File: src/rtl/core/tpil_pkg.sv
`default_nettype none
// ---------------------------------------------------------------------------
// tpil_pkg
// shared types and constants of the track position interval locator
// ---------------------------------------------------------------------------
package tpil_pkg;

   localparam int MAX_POINTS = 256;
   localparam int ADDR_W     = (MAX_POINTS > 1) ? $clog2(MAX_POINTS) : 1;
   localparam int COUNT_W    = $clog2(MAX_POINTS + 1);

   localparam int KM_W   = 16;
   localparam int M_W    = 12;
   localparam int CODE_W = 20;

   typedef enum logic [1:0] {
      ACT_CLEAR  = 2'd0,
      ACT_APPEND = 2'd1,
      ACT_QUERY  = 2'd2
   } action_type;

   typedef enum logic [1:0] {
      CLS_UNDEFINED  = 2'd0,
      CLS_ON_STATION = 2'd1,
      CLS_BETWEEN    = 2'd2
   } loc_class_type;

   typedef enum logic [1:0] {
      ST_IDLE,
      ST_SCAN,
      ST_PACK
   } state_type;

   typedef struct packed {
      logic [CODE_W-1:0] code;
      logic [KM_W-1:0]   km;
      logic [M_W-1:0]    m;
   } point_type;

   typedef struct packed {
      logic          prev_valid;
      logic          next_valid;
      loc_class_type loc_class;
      point_type     prev;
      point_type     next;
   } result_type;

   // controller to datapath
   typedef struct packed {
      logic clear;
      logic append;
      logic load_query;
      logic scan;
      logic pack;
   } cmd_type;

   // datapath to controller
   typedef struct packed {
      logic scan_done;
      logic rsp_busy;
   } status_type;

endpackage
`default_nettype wire

File: src/rtl/core/tpil_ctrl.sv
`default_nettype none
// ---------------------------------------------------------------------------
// tpil_ctrl
// sequencer: decodes input beats, runs the table scan, hands off the result
// ---------------------------------------------------------------------------
module tpil_ctrl (
   input  wire logic                  clock,
   input  wire logic                  reset,
   input  wire logic                  req_tvalid,
   output logic                       req_tready,
   input  wire logic [1:0]            req_action,
   output tpil_pkg::cmd_type          cmd,
   input  wire tpil_pkg::status_type  status,
   output tpil_pkg::state_type        state
);
   import tpil_pkg::*;

   state_type state_ff;
   state_type state_in;
   action_type action;

   assign action = action_type'(req_action);
   assign state  = state_ff;

   always_ff @(posedge clock) begin
      if (reset) begin
         state_ff <= ST_IDLE;
      end else begin
         state_ff <= state_in;
      end
   end

   always_comb begin
      state_in   = state_ff;
      cmd        = '0;
      req_tready = 1'b0;
      unique case (state_ff)
         ST_IDLE: begin
            req_tready = 1'b1;
            if (req_tvalid) begin
               unique case (action)
                  ACT_CLEAR:  cmd.clear = 1'b1;
                  ACT_APPEND: cmd.append = 1'b1;
                  ACT_QUERY: begin
                     cmd.load_query = 1'b1;
                     state_in       = ST_SCAN;
                  end
                  default: ;
               endcase
            end
         end
         ST_SCAN: begin
            cmd.scan = 1'b1;
            if (status.scan_done) begin
               state_in = ST_PACK;
            end
         end
         ST_PACK: begin
            // wait for the output register to free up
            if (!status.rsp_busy) begin
               cmd.pack = 1'b1;
               state_in = ST_IDLE;
            end
         end
         default: state_in = ST_IDLE;
      endcase
   end

endmodule
`default_nettype wire

File: config.mk
export PLATFORM = sky130hd
export DESIGN_NAME = tpil_ctrl
export DESIGN_NICKNAME = d
export VERILOG_FILES = /design/src/rtl/core/tpil_pkg.sv /design/src/rtl/core/tpil_ctrl.sv
export SDC_FILE = /design/constraint.sdc
export NUM_CORES = 1
export LEC_CHECK = 0
export BUFFER_PORTS_ARGS = -buffer_cell sky130_fd_sc_hd__buf_4
export CAP_MARGIN = 0
export CORE_AREA = 2 2 39 41
export CTS_BUF_LIST = sky130_fd_sc_hd__clkbuf_16
export CTS_CLUSTER_SIZE = 10
export DETAILED_ROUTE_END_ITERATION = 6
export DIE_AREA = 0 0 41 43
export SYNTH_ARGS = -nofsm -noshare
export SYNTH_HDL_FRONTEND = slang
export SYNTH_SLANG_ARGS = --single-unit
File: constraint.sdc
create_clock -name clock -period 2.9 [get_ports clock]
set_clock_uncertainty 0.15 [all_clocks]
set_input_delay 0.145 -clock clock [delete_from_list [all_inputs] [get_ports clock]]
set_output_delay 0.145 -clock clock [all_outputs]
set_load 0.01 [all_outputs]
==> impl_metrics.env <==
export IMPL_drv_slew=0
export IMPL_synth_net_count=21
export IMPL_cts_num_sinks=2
export IMPL_initial_core_util_pct=10.31
export IMPL_cts_buffers_inserted=3
export IMPL_synth_avg_cell_area_um2=10.19
export IMPL_grt_max_degree=9
export IMPL_use_met3_pct=3.141
export IMPL_grt_use_met2_pct=6.875
export IMPL_clockPowerShare_pct=79.6
export IMPL_tightest_slew_ns=0.2665
export IMPL_dr_pass1_iters=2
export IMPL_cp_start_kind="flop"
export IMPL_portBuffers=14
export IMPL_grt_usage_pct=6.406
export IMPL_first_global_vias=171
export IMPL_critPathTopFamily="flip-flops"
export IMPL_wl_per_cell_um=9.938
export IMPL_cts_max_level=1
export IMPL_crit_buf_inv=1
export IMPL_wirelength_um=477
export IMPL_drc=0
export IMPL_postSynthCellCount=14
export IMPL_hold_slack_ns=0.06454
export IMPL_final_nets=41
export IMPL_crit_required_ns=2.61
export IMPL_clockBufferDepth=2
export IMPL_ys_seq_area_share_pct=28.07
export IMPL_crit_fanout=8
export IMPL_crit_chain="nor2_2 -> and4bb_1 -> buf_4"
export IMPL_finalSetupTns_ns=0
export IMPL_hold_path_class="input port to flop"
export IMPL_fmax_ghz=0.7006
export IMPL_cts_clk_slew_worst_paths_ns=0.03
export IMPL_p_sw_uw=41.51
export IMPL_finalHoldViolations=0
export IMPL_grt_busiest_layer="met4"
export IMPL_pwr_density_cell_nw_per_um2=736.7
export IMPL_drtIter0Drc=2
export IMPL_yosys_top_cells_area="dfxtp_1 28%, and4b_1 14%, nand3b_1 11%"
export IMPL_largest_reg_flops=2
export IMPL_yosysTopAreaCellShare_pct=28.07
export IMPL_coreArea_um2=1384
export IMPL_ir_drop_mv=0.1464
export IMPL_post_route_min_period_ns=1.427
export IMPL_rsz0062_at_grt="false"
export IMPL_die_width_um=41
export IMPL_worstSkewPairLatency_ns=0.22
export IMPL_area_growth_pct=147.4
export IMPL_dieArea_um2=1763
export IMPL_crit_path_max_incr_delay_ns=0.46
export IMPL_rows=14
export IMPL_layoutNonFillerInstCount=48
export IMPL_cp_end_kind="output pin"
export IMPL_die_h_um=43
export IMPL_power_frac_seq_pct=11.6
export IMPL_overflow=0
export IMPL_p_comb_share_pct=8.8
export IMPL_path_class="flop to output pin"
export IMPL_syn_cell_area_um2=142.6
export IMPL_root_buffer="clkbuf_16"
export IMPL_yosysTopAreaCell="dfxtp_1"
export IMPL_num_io_pins=15
export IMPL_status="completed"
export IMPL_drive_above_1_share_pct=59.38
export IMPL_grt_use_met1_pct=6.688
export IMPL_ys_types=11
export IMPL_vias=187
export IMPL_placed_cells=44
export IMPL_setup_violations_final=0
export IMPL_post_cts_buffers=0
export IMPL_antenna_found_initial=0
export IMPL_ant_nets=0
export IMPL_cp_slowest_cell="dfxtp_1"
export IMPL_ys_ff_latch=2
export IMPL_relSlewSlack_pct=82.21
export IMPL_worst_ep_arrival_time_ns=1.13
export IMPL_dp_hpwl_um=336.9
export IMPL_diodes=0
export IMPL_fin_crit_sh_pct=49.22
export IMPL_via_per_inst=3.896
export IMPL_cts_tree="done"
export IMPL_gp_congestion=0.5121
export IMPL_grt_pass1_wl_um=648
export IMPL_switching_share_pct=15.97
export IMPL_p_int_uw=218.4
export IMPL_ys_warnings_count=0
export IMPL_p_leak_uw=0.0001609
export IMPL_maxCapViolCount=0
## area by class of cell
class	instances	area, µm²
tap	16	20.02
sequential	2	40.04
multi-input combinational	12	102.6
fill	153	1031
clock buffer	3	75.07
timing repair buffer	15	115.1
## final timing paths
check / from / endpoint / slack, ns / depth (start not counted)
setup / recovery: state[0]$_SDFFE_PP0P_ / cmd[4] / 1.47 / 3
hold / removal: status[0] / state[1]$_SDFFE_PP0P_ / 0.06 / 3
setup reg to reg: state[0]$_SDFFE_PP0P_ / state[0]$_SDFFE_PP0P_ / 1.89 / 2
hold reg to reg: state[1]$_SDFFE_PP0P_ / state[0]$_SDFFE_PP0P_ / 0.42 / 1
## synthesized netlist by cell type
master and number:
nor2b_1 1, a21oi_1 1, nand3b_1 2, dfxtp_1 2
a211oi_2 1, nand2b_1 1, and4bb_1 1, nand4bb_1 1
nor3b_1 1, nor2_2 1, and4b_1 2
## layer usage
layer | vias to the layer above | wire length (µm)
met4 | 0 | 18
met5 | - | 0
met2 | 14 | 186
met3 | 2 | 64
met1 | 79 | 208
li1 | 92 | -
## repair_timing
item                                   in CTS  in global routing
gates resized for setup                     0                  0
endpoints found under the hold margin       2                  0
hold buffers                                1                  0
## cells by family (layout without fill, tap and decap cells)
logic type | count (synthesis) | count (layout) | share of synthesized area, %
buffers and inverters | 0 | 18 | 0
flip-flops | 2 | 2 | 28.07
AND/OR/NAND/NOR | 10 | 10 | 59.66
AO/OA/AOI/OAI | 2 | 2 | 12.28
## worst reg2reg max path: stages, from the launching register on
cell	delay [ns]
dfxtp_1	0.37
nand4bb_1	0.23
a211oi_2	0.18
## cell usage in the layout, fill, tap and decap left out
cell type	count
clkbuf_16	3
buf_4	14
and4bb_1	1
dfxtp_1	2
nor2b_1	1
dlygate4sd3_1	1
nor2_2	1
nand4bb_1	1
nand3b_1	2
nand2b_1	1
a21oi_1	1
and4b_1	2
a211oi_2	1
nor3b_1	1
## power groups by stage
| stage | logic [µW] | clock network (µW) | registers [µW] |
|---|---|---|---|
| after floorplan | 7.24 | 0 | 30.5 |
| after global placement | 21.7 | 0 | 30.5 |
| after detailed placement | 21.8 | 0 | 30.5 |
| after CTS | 23.0 | 210 | 30.2 |
| after global routing | 24.5 | 214 | 30.4 |
| final | 22.8 | 207 | 30.2 |
## per-stage QoR
stage	total power, µW	area (µm²)	setup WS, ns	util, %
final	260.0	352.8	1.473	25.50
after global routing	269.1	352.8	1.427	25.50
after CTS	263.5	352.8	1.460	25.50
after detailed placement	52.24	267.8	1.714	19.35
after global placement	52.27	267.8	1.713	19.35
after floorplan	37.74	142.6	1.764	-
Note: power is estimated with default switching activity, not from simulation.
